## config.mk

```make
export PLATFORM = sky130hd
export DESIGN_NAME = window_average_velocity_filter_core
export DESIGN_NICKNAME = d
export VERILOG_FILES = /design/src/rtl/core/wavf_pkg.sv /design/src/rtl/core/wavf_window.sv /design/src/rtl/core/wavf_norm.sv /design/src/rtl/core/wavf_blend.sv /design/src/rtl/core/window_average_velocity_filter_core.sv
export SDC_FILE = /design/constraint.sdc
export NUM_CORES = 1
export LEC_CHECK = 0
export ABC_CLOCK_PERIOD_IN_PS = 11600
export BUFFER_PORTS_ARGS = -buffer_cell sky130_fd_sc_hd__buf_2
export CORE_ASPECT_RATIO = 0.75
export CORE_UTILIZATION = 65
export CTS_CLUSTER_DIAMETER = 100
export DETAILED_ROUTE_END_ITERATION = 16
export PLACE_DENSITY = 0.91
export SLEW_MARGIN = 0
export SYNTH_ARGS = -nofsm -noshare
export SYNTH_HDL_FRONTEND = slang
export SYNTH_SLANG_ARGS = --single-unit
```

## constraint.sdc

```tcl
create_clock -name clk -period 11.6 [get_ports clk]
set_input_delay 1.16 -clock clk [delete_from_list [all_inputs] [get_ports clk]]
set_output_delay 1.16 -clock clk [all_outputs]
set_load 0.005 [all_outputs]
```

## src/rtl/core/wavf_pkg.sv

```systemverilog
`default_nettype none

package wavf_pkg;

  localparam int SCORE_W = 8;
  localparam int LIK_W   = 16;
  localparam int VEL_W   = 12;
  localparam int GAIN_W  = 16;
  localparam int LIMIT_W = 12;
  localparam int CFG_W   = 16;
  localparam int IDX_W   = 1;

  localparam logic [GAIN_W-1:0]  GAIN_ONE    = 16'd32768;
  localparam logic [GAIN_W-1:0]  GAIN_RESET  = 16'd27853;
  localparam logic [LIMIT_W-1:0] LIMIT_MAX   = 12'd4000;
  localparam logic [LIMIT_W-1:0] LIMIT_RESET = 12'd400;

  localparam logic [IDX_W-1:0] REG_SMOOTHING_GAIN = 1'd0;
  localparam logic [IDX_W-1:0] REG_SPEED_LIMIT    = 1'd1;

endpackage

`default_nettype wire

```

## src/rtl/core/wavf_window.sv

```systemverilog
`default_nettype none

module wavf_window #(
  parameter int DEPTH = 5,
  parameter int SUM_W = 12
) (
  input  wire logic                        clk,
  input  wire logic                        rst,
  input  wire logic                        push,
  input  wire logic [wavf_pkg::SCORE_W-1:0] score,
  output logic      [SUM_W-1:0]            sum,
  output logic                             sum_valid
);
  import wavf_pkg::*;

  localparam int SLOT_W = (DEPTH > 1) ? $clog2(DEPTH) : 1;
  localparam int FILL_W = $clog2(DEPTH + 1);

  logic [SCORE_W-1:0] store [DEPTH];
  logic [SCORE_W-1:0] evict;
  logic [SCORE_W-1:0] score_q;
  logic [SLOT_W-1:0]  newest;
  logic [SLOT_W-1:0]  slot_next;
  logic [FILL_W-1:0]  fill;
  logic               full;
  logic               pend;

  assign slot_next = (newest == SLOT_W'(DEPTH - 1)) ? '0 : newest + 1'b1;
  assign full      = (fill == FILL_W'(DEPTH));

  // The slot being overwritten holds the oldest score once the ring is full.
  always_ff @(posedge clk) begin
    if (push) begin
      store[slot_next] <= score;
      evict            <= full ? store[slot_next] : '0;
      score_q          <= score;
    end
  end

  always_ff @(posedge clk) begin
    if (rst) begin
      newest    <= SLOT_W'(DEPTH - 1);
      fill      <= '0;
      sum       <= '0;
      pend      <= 1'b0;
      sum_valid <= 1'b0;
    end else begin
      pend      <= push;
      sum_valid <= pend;
      if (push) begin
        newest <= slot_next;
        if (!full) begin
          fill <= fill + 1'b1;
        end
      end
      if (pend) begin
        sum <= sum - SUM_W'(evict) + SUM_W'(score_q);
      end
    end
  end

endmodule

`default_nettype wire

```

## src/rtl/core/wavf_norm.sv

```systemverilog
`default_nettype none

module wavf_norm #(
  parameter int SUM_W   = 12,
  parameter int DIVISOR = 1275
) (
  input  wire logic                       clk,
  input  wire logic                       rst,
  input  wire logic                       start,
  input  wire logic [SUM_W-1:0]           sum,
  output logic      [wavf_pkg::LIK_W-1:0] likelihood,
  output logic                            done
);
  import wavf_pkg::*;

  localparam int REM_W = SUM_W + 1;
  localparam int CNT_W = $clog2(LIK_W + 1);

  logic [REM_W-1:0] rem;
  logic [REM_W-1:0] rem2;
  logic [LIK_W-1:0] quo;
  logic [CNT_W-1:0] cnt;
  logic             sat;
  logic             ge;

  // Restoring division, one quotient bit per cycle, most significant first.
  assign rem2       = {rem[SUM_W-1:0], 1'b0};
  assign ge         = (rem2 >= REM_W'(DIVISOR));
  assign likelihood = sat ? '1 : quo;

  always_ff @(posedge clk) begin
    if (rst) begin
      cnt  <= '0;
      done <= 1'b0;
    end else begin
      if (start) begin
        rem  <= {1'b0, sum};
        sat  <= (sum >= SUM_W'(DIVISOR));
        cnt  <= CNT_W'(LIK_W);
        done <= 1'b0;
      end else if (cnt != '0) begin
        rem  <= ge ? rem2 - REM_W'(DIVISOR) : rem2;
        quo  <= {quo[LIK_W-2:0], ge};
        cnt  <= cnt - 1'b1;
        done <= (cnt == CNT_W'(1));
      end else begin
        done <= 1'b0;
      end
    end
  end

endmodule

`default_nettype wire

```

## src/rtl/core/wavf_blend.sv

```systemverilog
`default_nettype none

module wavf_blend (
  input  wire logic                         clk,
  input  wire logic                         rst,
  input  wire logic                         start,
  input  wire logic [wavf_pkg::LIK_W-1:0]   likelihood,
  input  wire logic [wavf_pkg::GAIN_W-1:0]  gain,
  input  wire logic [wavf_pkg::LIMIT_W-1:0] limit,
  output logic      [wavf_pkg::VEL_W-1:0]   velocity,
  output logic                              done
);
  import wavf_pkg::*;

  localparam int ACC_W = 29;
  localparam int CMP_W = LIK_W + 1;
  localparam int CNT_W = $clog2(VEL_W + 1);

  typedef enum logic [1:0] {
    PH_IDLE,
    PH_TARGET,
    PH_MIX,
    PH_FINISH
  } phase_t;

  phase_t             phase;
  logic [ACC_W-1:0]   acc;
  logic [ACC_W-1:0]   acc_next;
  logic [ACC_W-1:0]   part;
  logic [CMP_W-1:0]   comp;
  logic [GAIN_W-1:0]  alpha;
  logic [GAIN_W-1:0]  alpha_c;
  logic [LIMIT_W-1:0] vmax_sh;
  logic [VEL_W-1:0]   vp_sh;
  logic [VEL_W-1:0]   tgt_sh;
  logic [CNT_W-1:0]   cnt;
  logic [13:0]        v_raw;

  assign v_raw = acc[28:15];

  // Shift-and-add over the multiplier bits, most significant first.
  always_comb begin
    part = '0;
    case (phase)
      PH_TARGET: begin
        part = vmax_sh[LIMIT_W-1] ? ACC_W'(comp) : '0;
      end
      PH_MIX: begin
        part = (vp_sh[VEL_W-1] ? ACC_W'(alpha_c) : '0)
             + (tgt_sh[VEL_W-1] ? ACC_W'(alpha) : '0);
      end
      default: begin
        part = '0;
      end
    endcase
    acc_next = {acc[ACC_W-2:0], 1'b0} + part;
  end

  always_ff @(posedge clk) begin
    if (rst) begin
      phase    <= PH_IDLE;
      velocity <= '0;
      done     <= 1'b0;
      cnt      <= '0;
    end else begin
      done <= (phase == PH_FINISH);
      case (phase)
        PH_IDLE: begin
          if (start) begin
            comp    <= CMP_W'(17'h10000) - CMP_W'(likelihood);
            alpha   <= (gain > GAIN_ONE) ? GAIN_ONE : gain;
            alpha_c <= GAIN_ONE - ((gain > GAIN_ONE) ? GAIN_ONE : gain);
            vmax_sh <= (limit > LIMIT_MAX) ? LIMIT_MAX : limit;
            vp_sh   <= velocity;
            acc     <= '0;
            cnt     <= CNT_W'(LIMIT_W);
            phase   <= PH_TARGET;
          end
        end
        PH_TARGET: begin
          vmax_sh <= {vmax_sh[LIMIT_W-2:0], 1'b0};
          if (cnt == CNT_W'(1)) begin
            tgt_sh <= acc_next[27:16];
            acc    <= '0;
            cnt    <= CNT_W'(VEL_W);
            phase  <= PH_MIX;
          end else begin
            acc <= acc_next;
            cnt <= cnt - 1'b1;
          end
        end
        PH_MIX: begin
          acc    <= acc_next;
          vp_sh  <= {vp_sh[VEL_W-2:0], 1'b0};
          tgt_sh <= {tgt_sh[VEL_W-2:0], 1'b0};
          cnt    <= cnt - 1'b1;
          if (cnt == CNT_W'(1)) begin
            phase <= PH_FINISH;
          end
        end
        PH_FINISH: begin
          velocity <= (v_raw > 14'(LIMIT_MAX)) ? LIMIT_MAX : v_raw[VEL_W-1:0];
          phase    <= PH_IDLE;
        end
        default: begin
          phase <= PH_IDLE;
        end
      endcase
    end
  end

endmodule

`default_nettype wire

```

## src/rtl/core/window_average_velocity_filter_core.sv

```systemverilog
// Channel   Direction  Beat contents
// s_axis    in         score (8 bits)
// m_axis    out        likelihood (16 bits), velocity (12 bits)
// wr        in         register write: smoothing_gain, speed_limit
//
// One score is in flight at a time; after the accepting edge it passes the ring
// window, the bit-serial division and the two 12-bit serial multiplies, and the
// result is then loaded into the output register.
// The output register frees the core, so a new score is taken while a result
// beat still waits; a stalled result holds the core only if the next one is done.
// rst is synchronous and returns the window, the velocity history and both
// registers to their reset values.
`default_nettype none

module window_average_velocity_filter_core #(
  parameter int WINDOW_DEPTH = 5
) (
  input  wire logic                        clk,
  input  wire logic                        rst,
  input  wire logic                        s_tvalid,
  output logic                             s_tready,
  input  wire logic [7:0]                  s_tdata,  // [7:0] score
  output logic                             m_tvalid,
  input  wire logic                        m_tready,
  output logic      [31:0]                 m_tdata,  // [15:0] likelihood, [27:16] velocity
  input  wire logic                        wr_en,
  input  wire logic [wavf_pkg::IDX_W-1:0]  wr_index,
  input  wire logic [wavf_pkg::CFG_W-1:0]  wr_data
);
  import wavf_pkg::*;

  localparam int DIVISOR = WINDOW_DEPTH * 255;
  localparam int SUM_W   = $clog2(DIVISOR + 1);

  typedef enum logic [2:0] {
    ST_IDLE,
    ST_WINDOW,
    ST_NORM,
    ST_BLEND,
    ST_HOLD
  } state_t;

  state_t             state;
  logic [GAIN_W-1:0]  gain;
  logic [LIMIT_W-1:0] limit;
  logic [SUM_W-1:0]   sum;
  logic               sum_valid;
  logic [LIK_W-1:0]   likelihood;
  logic               norm_done;
  logic [VEL_W-1:0]   velocity;
  logic               blend_done;
  logic               push;
  logic               norm_start;
  logic               blend_start;
  logic               out_free;
  logic               out_load;
  logic [LIK_W-1:0]   lik_q;
  logic [VEL_W-1:0]   vel_q;

  assign s_tready    = (state == ST_IDLE);
  assign push        = s_tvalid && s_tready;
  assign norm_start  = (state == ST_WINDOW) && sum_valid;
  assign blend_start = (state == ST_NORM) && norm_done;
  assign out_free    = !m_tvalid || m_tready;
  assign out_load    = (((state == ST_BLEND) && blend_done) || (state == ST_HOLD)) && out_free;
  assign m_tdata     = {4'b0, vel_q, lik_q};

  always_ff @(posedge clk) begin
    if (rst) begin
      gain  <= GAIN_RESET;
      limit <= LIMIT_RESET;
    end else if (wr_en) begin
      case (wr_index)
        REG_SMOOTHING_GAIN: gain  <= wr_data[GAIN_W-1:0];
        REG_SPEED_LIMIT:    limit <= wr_data[LIMIT_W-1:0];
        default: begin
        end
      endcase
    end
  end

  always_ff @(posedge clk) begin
    if (rst) begin
      state    <= ST_IDLE;
      m_tvalid <= 1'b0;
    end else begin
      if (out_load) begin
        m_tvalid <= 1'b1;
      end else if (m_tready) begin
        m_tvalid <= 1'b0;
      end
      case (state)
        ST_IDLE: begin
          if (push) begin
            state <= ST_WINDOW;
          end
        end
        ST_WINDOW: begin
          if (sum_valid) begin
            state <= ST_NORM;
          end
        end
        ST_NORM: begin
          if (norm_done) begin
            state <= ST_BLEND;
          end
        end
        ST_BLEND, ST_HOLD: begin
          if (out_load) begin
            lik_q <= likelihood;
            vel_q <= velocity;
            state <= ST_IDLE;
          end else if (blend_done) begin
            state <= ST_HOLD;
          end
        end
        default: begin
          state <= ST_IDLE;
        end
      endcase
    end
  end

  wavf_window #(
    .DEPTH (WINDOW_DEPTH),
    .SUM_W (SUM_W)
  ) u_window (
    .clk       (clk),
    .rst       (rst),
    .push      (push),
    .score     (s_tdata),
    .sum       (sum),
    .sum_valid (sum_valid)
  );

  wavf_norm #(
    .SUM_W   (SUM_W),
    .DIVISOR (DIVISOR)
  ) u_norm (
    .clk        (clk),
    .rst        (rst),
    .start      (norm_start),
    .sum        (sum),
    .likelihood (likelihood),
    .done       (norm_done)
  );

  wavf_blend u_blend (
    .clk        (clk),
    .rst        (rst),
    .start      (blend_start),
    .likelihood (likelihood),
    .gain       (gain),
    .limit      (limit),
    .velocity   (velocity),
    .done       (blend_done)
  );

endmodule

`default_nettype wire

```

======== Yosys cells after proc, flatten, opt, wreduce, memory -nomap -nowiden ========
Memory sizes are Yosys's and may differ from the RTL's. A register that Yosys moved wholly into a read port is not among the register bits.
Index checks and enable logic that the tools add are counted.
cells by class
  bitwise gates (word level) .............. 5
  div/mod/pow operators ................... 0
  reductions and logical operators ........ 36
  equality and inequality tests ........... 18
  multiply operators ...................... 0
  shifts and indexed selects .............. 0
  mux-type cells .......................... 40
  $lt $le $gt $ge ......................... 5
  add/subtract/negate cells ............... 11
operators with widths
  operator                  count
  $pmux W29 S3              1
  $pmux W12 S2              3
  $mux W16                  4
  $mux W12                  5
  $add A29 B29 Y29          2
  $mux W29                  2
  $pmux W29 S2              1
  $mux W11                  3
  $reduce_and A3 Y1         8
  $mux W3                   6
  $mux W17                  1
  $sub A17 B16 Y17 const A  1
  $gt A16 B16 Y1 const B    1
  $sub A16 B16 Y16 const A  1
  $gt A14 B12 Y1 const B    1
  $ge A12 B11 Y1 const B    1
  $gt A12 B12 Y1 const B    1
  $pmux W3 S4               1
  $pmux W4 S3               1
  $reduce_and A2 Y1         6
  $add A11 B8 Y11           1
  $ge A11 B11 Y1 const B    1
  $sub A11 B11 Y11 const B  1
  $sub A11 B8 Y11           1
  other kinds (30)          61
word-level totals
  memories ................................ 1
  logic and storage cells ................. 145
  memory bits (read-only) ................. 0
  bits in writable memories ............... 40
  register bits ........................... 254
  bits of input ports ..................... 30
  latch bits .............................. 0
memories
  name            words  bits a word  rd ports  clocked after Yosys merged registers in  wr ports  line               text
  u_window.store  5      8            1         1                                        1         wavf_window.sv:19  logic [SCORE_W-1:0] store [DEPTH];

======== Logic depth before layout (Yosys ltp) ========
Gate-level depths: netlist (run 1).
  depth after elaboration ................. 6
  mapped depth ............................ 20
  gate-level depth less buffers ........... 18

======== Cells and area by module ========
A second synthesis (run 1) with hierarchy kept.
unflattened totals
  cell total of the unflattened synthesis .. 1413
  area, all modules ....................... 15417.3 sq um
by module, submodules not included
  module                               sequential area each (sq um)  times used  cells each  area each (sq um)
  wavf_blend                           3773.6                        1           779         7945.1
  wavf_window                          2062.0                        1           296         3628.5
  window_average_velocity_filter_core  1481.4                        1           194         2168.3
  wavf_norm                            960.9                         1           144         1675.4

======== Worst setup path before layout (run 1) ========
OpenSTA, ideal clock, no wires.
  kind .................................... input to register
  from .................................... input port rst
  to ...................................... register u_blend.alpha[10] (enable)
  setup slack ............................. 5954 ps
  arrival time ............................ 5123 ps
  stages on the path ...................... 3
  path through ............................ clkbuf_1 -> clkbuf_1 -> nor3b_1
between the ends
  longest elaborated chain between the ends .. 2
ends and longest elaborated chain
  item                                line                                       text
  from (decl)                         window_average_velocity_filter_core.sv:19  input wire logic rst,
  $not A1 Y1 (no source line)         n/a
  $reduce_and A3 Y1 (no source line)  n/a
  to (signal assigned)                wavf_blend.sv:71                           alpha <= (gain > GAIN_ONE) ? GAIN_ONE : gain;
  to (decl)                           wavf_blend.sv:31                           logic [GAIN_W-1:0] alpha;
No other way between the ends.
A chain may end at the register's enable or synchronous reset.

======== Worst setup path in the final report (run 1) ========
  from .................................... register u_blend.tgt_sh[11]
  to ...................................... register u_blend.tgt_sh[5], data pin
between the ends
  longest elaborated chain between the ends .. 6
ends and longest elaborated chain
  item                    line              text
  from (decl)             wavf_blend.sv:35  logic [VEL_W-1:0] tgt_sh;
  from (signal assigned)  wavf_blend.sv:83  tgt_sh <= acc_next[27:16];
  from (signal assigned)  wavf_blend.sv:95  tgt_sh <= {tgt_sh[VEL_W-2:0], 1'b0};
  $mux W16                wavf_blend.sv:50  + (tgt_sh[VEL_W-1] ? ACC_W'(alpha) : '0);
  $add A29 B29 Y29        wavf_blend.sv:50
  $pmux W29 S2            wavf_blend.sv:44  case (phase)
  $add A29 B29 Y29        wavf_blend.sv:56  acc_next = {acc[ACC_W-2:0], 1'b0} + part;
  $mux W12                wavf_blend.sv:82  if (cnt == CNT_W'(1)) begin
  $pmux W12 S2            wavf_blend.sv:67  case (phase)
No other way between the ends. The select of a mux whose other input is x is not followed.

==> out/results.txt, run 1 <==
Core ar. - 0.02229 mm^2
setup repair bufs after CTS - 0
Crit-path slowest cell - or4_1
Num CTS Buffers - 28
final worst path period share - 46.51%
Layout area overhead - 10.53%
CP Data Required Time - 11.96 ns
leakage - 0.006178 uW
GRT Overall Usage - 28.02%
most frequent cells after synthesis - edfxtp_1 (225), nor2_1 (151), nand2_1 (129), a21oi_1 (94), dfxtp_1 (76)
placed insts - 1697
sequential cell area - 0.008278 mm^2
Critical Path AT - 5.76 ns
CP Class - reg2reg
Overflow after GRT - 0
Die Y-Extent - 133.3 um
pwr/cell area - 209.2 mW/mm^2
post_cts resized - 0
Synth top area share - 45.22%
Fmax achieved - 0.1853 GHz
Routed WL - 32750 um
die area - 0.02360 mm^2
CTS Sinks - 301
Main synth FF type - edfxtp_1
DRC viols - 0
Max VDD drop - 0.1605 mV
setup TNS - 0 ns
setup violators final - 0
worst hold slack - 0.4709 ns
async set-or-reset flop fraction in the synthesized netlist - 0%
post-synthesis mux area share - 3.040%
simple-gate share of the synthesized area - 17.17%
Crit. Startpoint - u_blend.tgt_sh[11]
clk root buf - clkbuf_16
non-filler instance count after layout - 1749
xor/xnor share of the synthesized area - 3.693%
status - complete, no violations
Synth Area in Adders - 6.615%
largest net degree at the start of global routing - 56
vias per cell - 6.238
via count - 10910
CP cell instances - and2_1 -> ha_1 -> fa_1 -> a211oi_1 -> o211a_1 -> nor2_1 -> and2_1 -> o21ai_0 -> a21oi_1 -> a32o_1 -> ha_1 -> nand2_1 -> o21ai_1 -> a41oi_1 -> or4_1 -> a31oi_1
# IOs - 64
Worst slew margin - 16.93%
CP bufs+invs - 0
multi-input logic area - 0.006202 mm^2
clock-pin slew on the worst setup and hold paths - 0.07 ns
number of DRC markers in iteration 0 - 1309
chip width - 177.1 um
Netlist cell types - 69
Clock Path Buffers - 3
Max FO, Critical Path - 16
Worst path top cell family by delay - compound AO/OA/AOI/OAI gates
Initial Util - 67.04%
max-cap violations - 0
number of synthesis warnings - 0
unrepaired setup endpoints after global routing - false
launch point of the worst reg-to-reg path - u_blend.tgt_sh[11]
Avg WL per Cell - 18.73 um
Rows - 47
min cycle time layout - 5.395 ns
ranking of synthesized cells by area - edfxtp_1 (45%), dfxtp_1 (10%), ha_1 (5.3%), nor2_1 (3.8%), nand2_1 (3.2%)
antenna violations before repair - 0
HP Start - limit[6]
CP Capture Type - flop
share of cells above drive strength 1 - 11.75%
combinational family with the most area after synthesis - simple AND/OR/NAND/NOR gates
Setup Skew - 0.02307 ns
cell area after synthesis - 0.01494 mm^2
syn_area_per_cell - 10.79 um^2
Synth Instances - 1385
count leader, synth - edfxtp_1
R2R setup slack - 6.20 ns
first-pass iteration count of the detailed router - 6
critical path's largest stage delay - 0.66 ns
largest area contributor in the netlist - edfxtp_1
startpoint types - flop
Synth Area in Compound Gates - 10.77%
hold_buf cts - 0
Fillers - 1366
GPL Wtd Cong - 0.9547
CTS tree - yes
diodes inserted - 0
Post-synth EDFFs - 225
PortBufs - 59
DP Wirelength - 22200 um
first-pass GRT wire length - 52470 um
number of global-route vias before repair - 10336
register area share after synthesis - 55.40%
NumNets Final - 1536
Final Max Tran Viols - 0
Worst Tran Pin Value - 1.240 ns
class of the worst hold path - reg2reg
flops & latches, synth - 301
Fin. Hold Viols - 0
PnR Total Power - 3455 uW
H-tree depth - 1
Final ANT Viol Nets - 0
clk_lat worst skew - 0.55 ns
-- power by group --
| part | internal (uW) | switching, uW |
|---|---|---|
| Sequential | 1370 | 129 |
| Combinational | 375 | 571 |
| Clock | 600 | 409 |
| Total | 2350 | 1110 |
-- cell families (layout without fill, tap and decap cells) --
| family | Yosys count | count (layout) |
|---|---|---|
| buffers and inverters | 125 | 192 |
| AOI/OAI and AO/OA | 258 | 258 |
| and+or+nand+nor | 521 | 521 |
| muxes | 43 | 43 |
| DFF | 301 | 301 |
| other | 1 | 4 |
| adders and majority gates | 73 | 73 |
| xor gates and xnor gates | 63 | 63 |
-- worst paths after layout --
kind,depth (start not counted),endpoint
worst min-delay path,2,limit[6]
worst max-delay path,16,u_blend.tgt_sh[5]
worst min register to register,2,limit[6]
worst max register to register,16,u_blend.tgt_sh[5]
-- per-layer routing --
| metal | GRT usage, % | share of wire, % |
|---|---|---|
| met4 | 8.381 | 3.1 |
| met1 | 40.74 | 43 |
| met3 | 5.280 | 9.8 |
| met5 | 0 | 0 |
| met2 | 42.93 | 45 |
-- layout make-up --
type | instances | area share [%]
well taps | 294 | 2.227
inverters | 71 | 1.614
multi-input cells | 962 | 37.56
repair buffers | 69 | 2.243
clock buffers | 34 | 4.811
clock inverters | 18 | 1.424
flip-flops and latches | 301 | 50.12
-- metrics by stage --
step	cell area (um^2)	setup WS, ns	utilization [%]
floorplan	14950	5.954	-
finish	16510	6.205	74.10
CTS	16510	6.393	74.10
global route	16510	5.896	74.10
detailed placement	15480	6.531	69.48
global placement	15480	6.733	69.48
-- worst min-delay path, stage by stage, from the launching register on --
cell	delay [ns]
dfxtp_1	0.32
nand2_1	0.05
a21oi_1	0.05
-- cell usage in the layout, fill, tap and decap left out, drive strengths merged, types with 5 or more instances in the layout --
cell / instances
xnor2: 33
a22o: 5
clkbuf: 34
nand3: 23
fa: 10
mux2i: 24
nor3: 39
nand2b: 11
bufinv: 5
o21a: 6
xor2: 30
o21ai: 44
o211ai: 5
a21o: 9
dfxtp: 76
buf: 69
or3: 17
a31oi: 16
o22ai: 12
or2: 20
o21bai: 5
nor2: 151
a211oi: 13
and3: 8
mux2: 19
a21oi: 95
or4: 6
inv: 71
ha: 63
nand2: 130
o31ai: 7
a22oi: 7
nand3b: 15
edfxtp: 225
clkinv: 11
and2: 49
nor2b: 37
-- state kept, by name (all words and copies together), names as in the netlist, 5 cells and up --
name,count
gain,16
lik_q,16
limit,12
u_blend.acc,29
u_blend.alpha,15
u_blend.alpha_c,16
u_blend.comp,17
u_blend.tgt_sh,12
u_blend.velocity,12
u_blend.vmax_sh,12
u_blend.vp_sh,12
u_norm.cnt,5
u_norm.quo,16
u_norm.rem,11
u_window.evict,8
u_window.score_q,8
u_window.store,40
u_window.sum,11
vel_q,12
Power figures use the tool's default switching activity.
==> inputs of run 2 (changes only) <==
Settings changed: ABC_CLOCK_PERIOD_IN_PS 11600 to 4600, CORE_UTILIZATION 65 to 56, PLACE_DENSITY 0.91 to 0.84.
Clock period 11.6 ns to 4.6 ns, I/O delays scaled along.
==> run 2 against run 1 <==
Effect of this change:
- the run now ends with setup timing left
- sequential power grew to 2.5 times the previous value
- largest power group unchanged
- via count rose by 0.22%
- final area up 4.1%
- wire length up 3.0%
- global-route usage shrank 4.5 points
- utilization decreased by 8.2 points
- clock power grew 130%
- combinational power rose to 2.6 times the previous value
==> out/results.txt, run 2 (synthesis results as in run 1) <==
first-pass iteration count of the detailed router - 5 (was 6)
DP Wirelength - 22190 um (was 22200 um)
CP Data Required Time - 4.97 ns (was 11.96 ns)
clk_lat worst skew - 0.56 ns (was 0.55 ns)
Avg WL per Cell - 18.37 um (was 18.73 um)
Placed Area - 0.01576 mm^2 (was 0.01548 mm^2)
critical path's largest stage delay - 0.52 ns (was 0.66 ns)
number of global-route vias before repair - 10261 (was 10336)
die area - 0.02735 mm^2 (was 0.02360 mm^2)
# IOs - 64 (unchanged)
dpl ws - -0.2756 ns (was 6.531 ns)
worst hold slack - 0.1236 ns (was 0.4709 ns)
first-pass GRT wire length - 51580 um (was 52470 um)
CP cell instances - and2_1 -> ha_2 -> fa_2 -> a211oi_2 -> buf_4 -> o211a_1 -> or3_4 -> nand2_1 -> o31ai_2 -> xor2_1 -> o21ai_0 -> ha_1 -> a21oi_2 -> o21ai_2 -> a221o_1 -> a41oi_2 -> buf_6 -> or4_4 -> a21oi_1 (was and2_1 -> ha_1 -> fa_1 -> a211oi_1 -> o211a_1 -> nor2_1 -> and2_1 -> o21ai_0 -> a21oi_1 -> a32o_1 -> ha_1 -> nand2_1 -> o21ai_1 -> a41oi_1 -> or4_1 -> a31oi_1)
CTS tree - yes (unchanged)
clk root buf - clkbuf_16 (unchanged)
setup violators final - 8 (was 0)
H-tree depth - 1 (unchanged)
Flop pwr share - 44.0% (was 43.4%)
Critical Path AT - 5.03 ns (was 5.76 ns)
Overflow after GRT - 0 (unchanged)
largest net degree at the start of global routing - 50 (was 56)
Worst Tran Pin Value - 1.293 ns (was 1.240 ns)
Fmax achieved - 0.2145 GHz (was 0.1853 GHz)
Setup Skew - 0.01796 ns (was 0.02307 ns)
startpoint types - flop (unchanged)
min cycle time layout - 4.663 ns (was 5.395 ns)
max FFs per register - 40 (unchanged)
biggest regs - u_window.store: 40 flops, u_blend.acc: 29 flops, u_blend.comp: 17 flops (unchanged)
class of the worst hold path - in2reg (was reg2reg)
max-cap violations - 0 (unchanged)
commonest non-fill, non-tap cell in the layout - edfxtp_1 (unchanged)
GRT Overall Usage - 23.52% (was 28.02%)
Fin. Hold Viols - 0 (unchanged)
Final Max Tran Viols - 0 (unchanged)
pwr/cell area - 498.8 mW/mm^2 (was 209.2 mW/mm^2)
Rows - 51 (was 47)
final instance area - 0.01720 mm^2 (was 0.01651 mm^2)
Max FO, Critical Path - 7 (was 16)
Final ANT Viol Nets - 0 (unchanged)
Gate power share - 28.5% (was 27.4%)
most frequent cells in the layout - edfxtp_1 (225), nor2_1 (150), nand2_1 (128), a21oi_1 (84), dfxtp_1 (76) (was edfxtp_1 (225), nor2_1 (151), nand2_1 (129), a21oi_1 (93), dfxtp_1 (76))
violations in the final reports - setup timing
Clock Path Buffers - 3 (unchanged)
status - finished, violations left (was complete, no violations)
Pint - 5788 uW (was 2346 uW)
via count - 10934 (was 10910)
DRC viols - 0 (unchanged)
final worst setup slack - -0.06305 ns (was 6.205 ns)
CTS Sinks - 301 (unchanged)
Routed WL - 33740 um (was 32750 um)
leakage - 0.006368 uW (was 0.006178 uW)
NumNets Final - 1573 (was 1536)
Largest Register - u_window.store (unchanged)
CP Class - reg2reg (unchanged)
Layout area overhead - 15.10% (was 10.53%)
Max VDD drop - 0.3462 mV (was 0.1605 mV)
Initial Util - 57.25% (was 67.04%)
unrepaired setup endpoints after global routing - true (was false)
Switching Fraction - 32.52% (was 32.08%)
Core ar. - 0.02610 mm^2 (was 0.02229 mm^2)
final worst path period share - 101.4% (was 46.51%)
antenna violations before repair - 0 (unchanged)
Crit-path slowest cell - edfxtp_1 (was or4_1)
chip width - 190.6 um (was 177.1 um)
Num CTS Buffers - 29 (was 28)
number of DRC markers in iteration 0 - 1110 (was 1309)
vias per cell - 5.952 (was 6.238)
clock network fraction of design power - 27.6% (was 29.2%)
GPL Wtd Cong - 0.9051 (was 0.9547)
Die Y-Extent - 143.5 um (was 133.3 um)
PortBufs - 59 (unchanged)
CP Capture Type - flop (unchanged)
diodes inserted - 0 (unchanged)
Worst slew margin - 13.78% (was 16.93%)
Sw Pwr - 2790 uW (was 1108 uW)
clock-pin slew on the worst setup and hold paths - 0.06 ns (was 0.07 ns)
share of cells above drive strength 1 - 17.88% (was 11.75%)
hold_buf cts - 0 (unchanged)
run 2: critical path: cells and delay by family, from the launching register on:
family                   cells  cell delay, ns
AO/OA/AOI/OAI                9            1.49
adder cells (fa/ha/maj)      3            0.95
XOR/XNOR                     1            0.19
buffers and inverters        2            0.35
AND/OR/NAND/NOR              4            0.98
flip-flops                   1            0.52
run 2: per-layer routing:
metal	vias up	track usage (%)	share of wire (%)
li1	5126	-	-
met1	5250	34.03	44
met2	470	36.92	46
met3	88	3.980	7.4
met4	0	5.726	2.4
met5	-	0	0
run 2: per-stage QoR:
step           std cells  total power [uW]  util, %  TNS, ns
5_1_grt             1837              9016    65.89   -3.943
4_1_cts             1832              8530    64.47        0
6_report            1837              8578    65.89  -0.3102
3_5_place_dp        1775              6126    60.40   -4.018
2_1_floorplan       1388              5488        -        0
3_3_place_gp        1775              5972    60.40  -0.3035
run 2: final timing paths:
kind | end | slack [ns] | start | depth (start not counted)
min reg2reg | u_norm.quo[10] | 0.45 | u_norm.quo[9] | 0
min | gain[14] | 0.12 | wr_data[14] | 3
max | u_blend.acc[21] | -0.06 | u_blend.vp_sh[11] | 19
max reg2reg | u_blend.acc[21] | -0.06 | u_blend.vp_sh[11] | 19
run 2: repair_timing:
action,4_1_cts,5_1_grt
buffers inserted,3,5
cloned,0,0
pin swaps,7,41
gates resized for setup,21,67
endpoints found under the setup margin,26,28
run 2: final cells by class:
class,count,area (um^2)
fill,1875,8901
sequential,301,8278
multi-input combinational,962,6626
clock buffer,38,799.5
timing repair buffer,105,659.4
tap,344,430.4
inverter,71,266.5
clock inverter,16,137.6
run 2: power by group through the flow:
| stage | Combinational, uW | Clock [uW] | Sequential, uW |
|---|---|---|---|
| 2_1_floorplan | 1790 | 0 | 3700 |
| 4_1_cts | 2380 | 2390 | 3760 |
| 6_report | 2440 | 2360 | 3770 |
| 5_1_grt | 2720 | 2480 | 3820 |
| 3_5_place_dp | 2320 | 0 | 3810 |
| 3_3_place_gp | 2190 | 0 | 3780 |
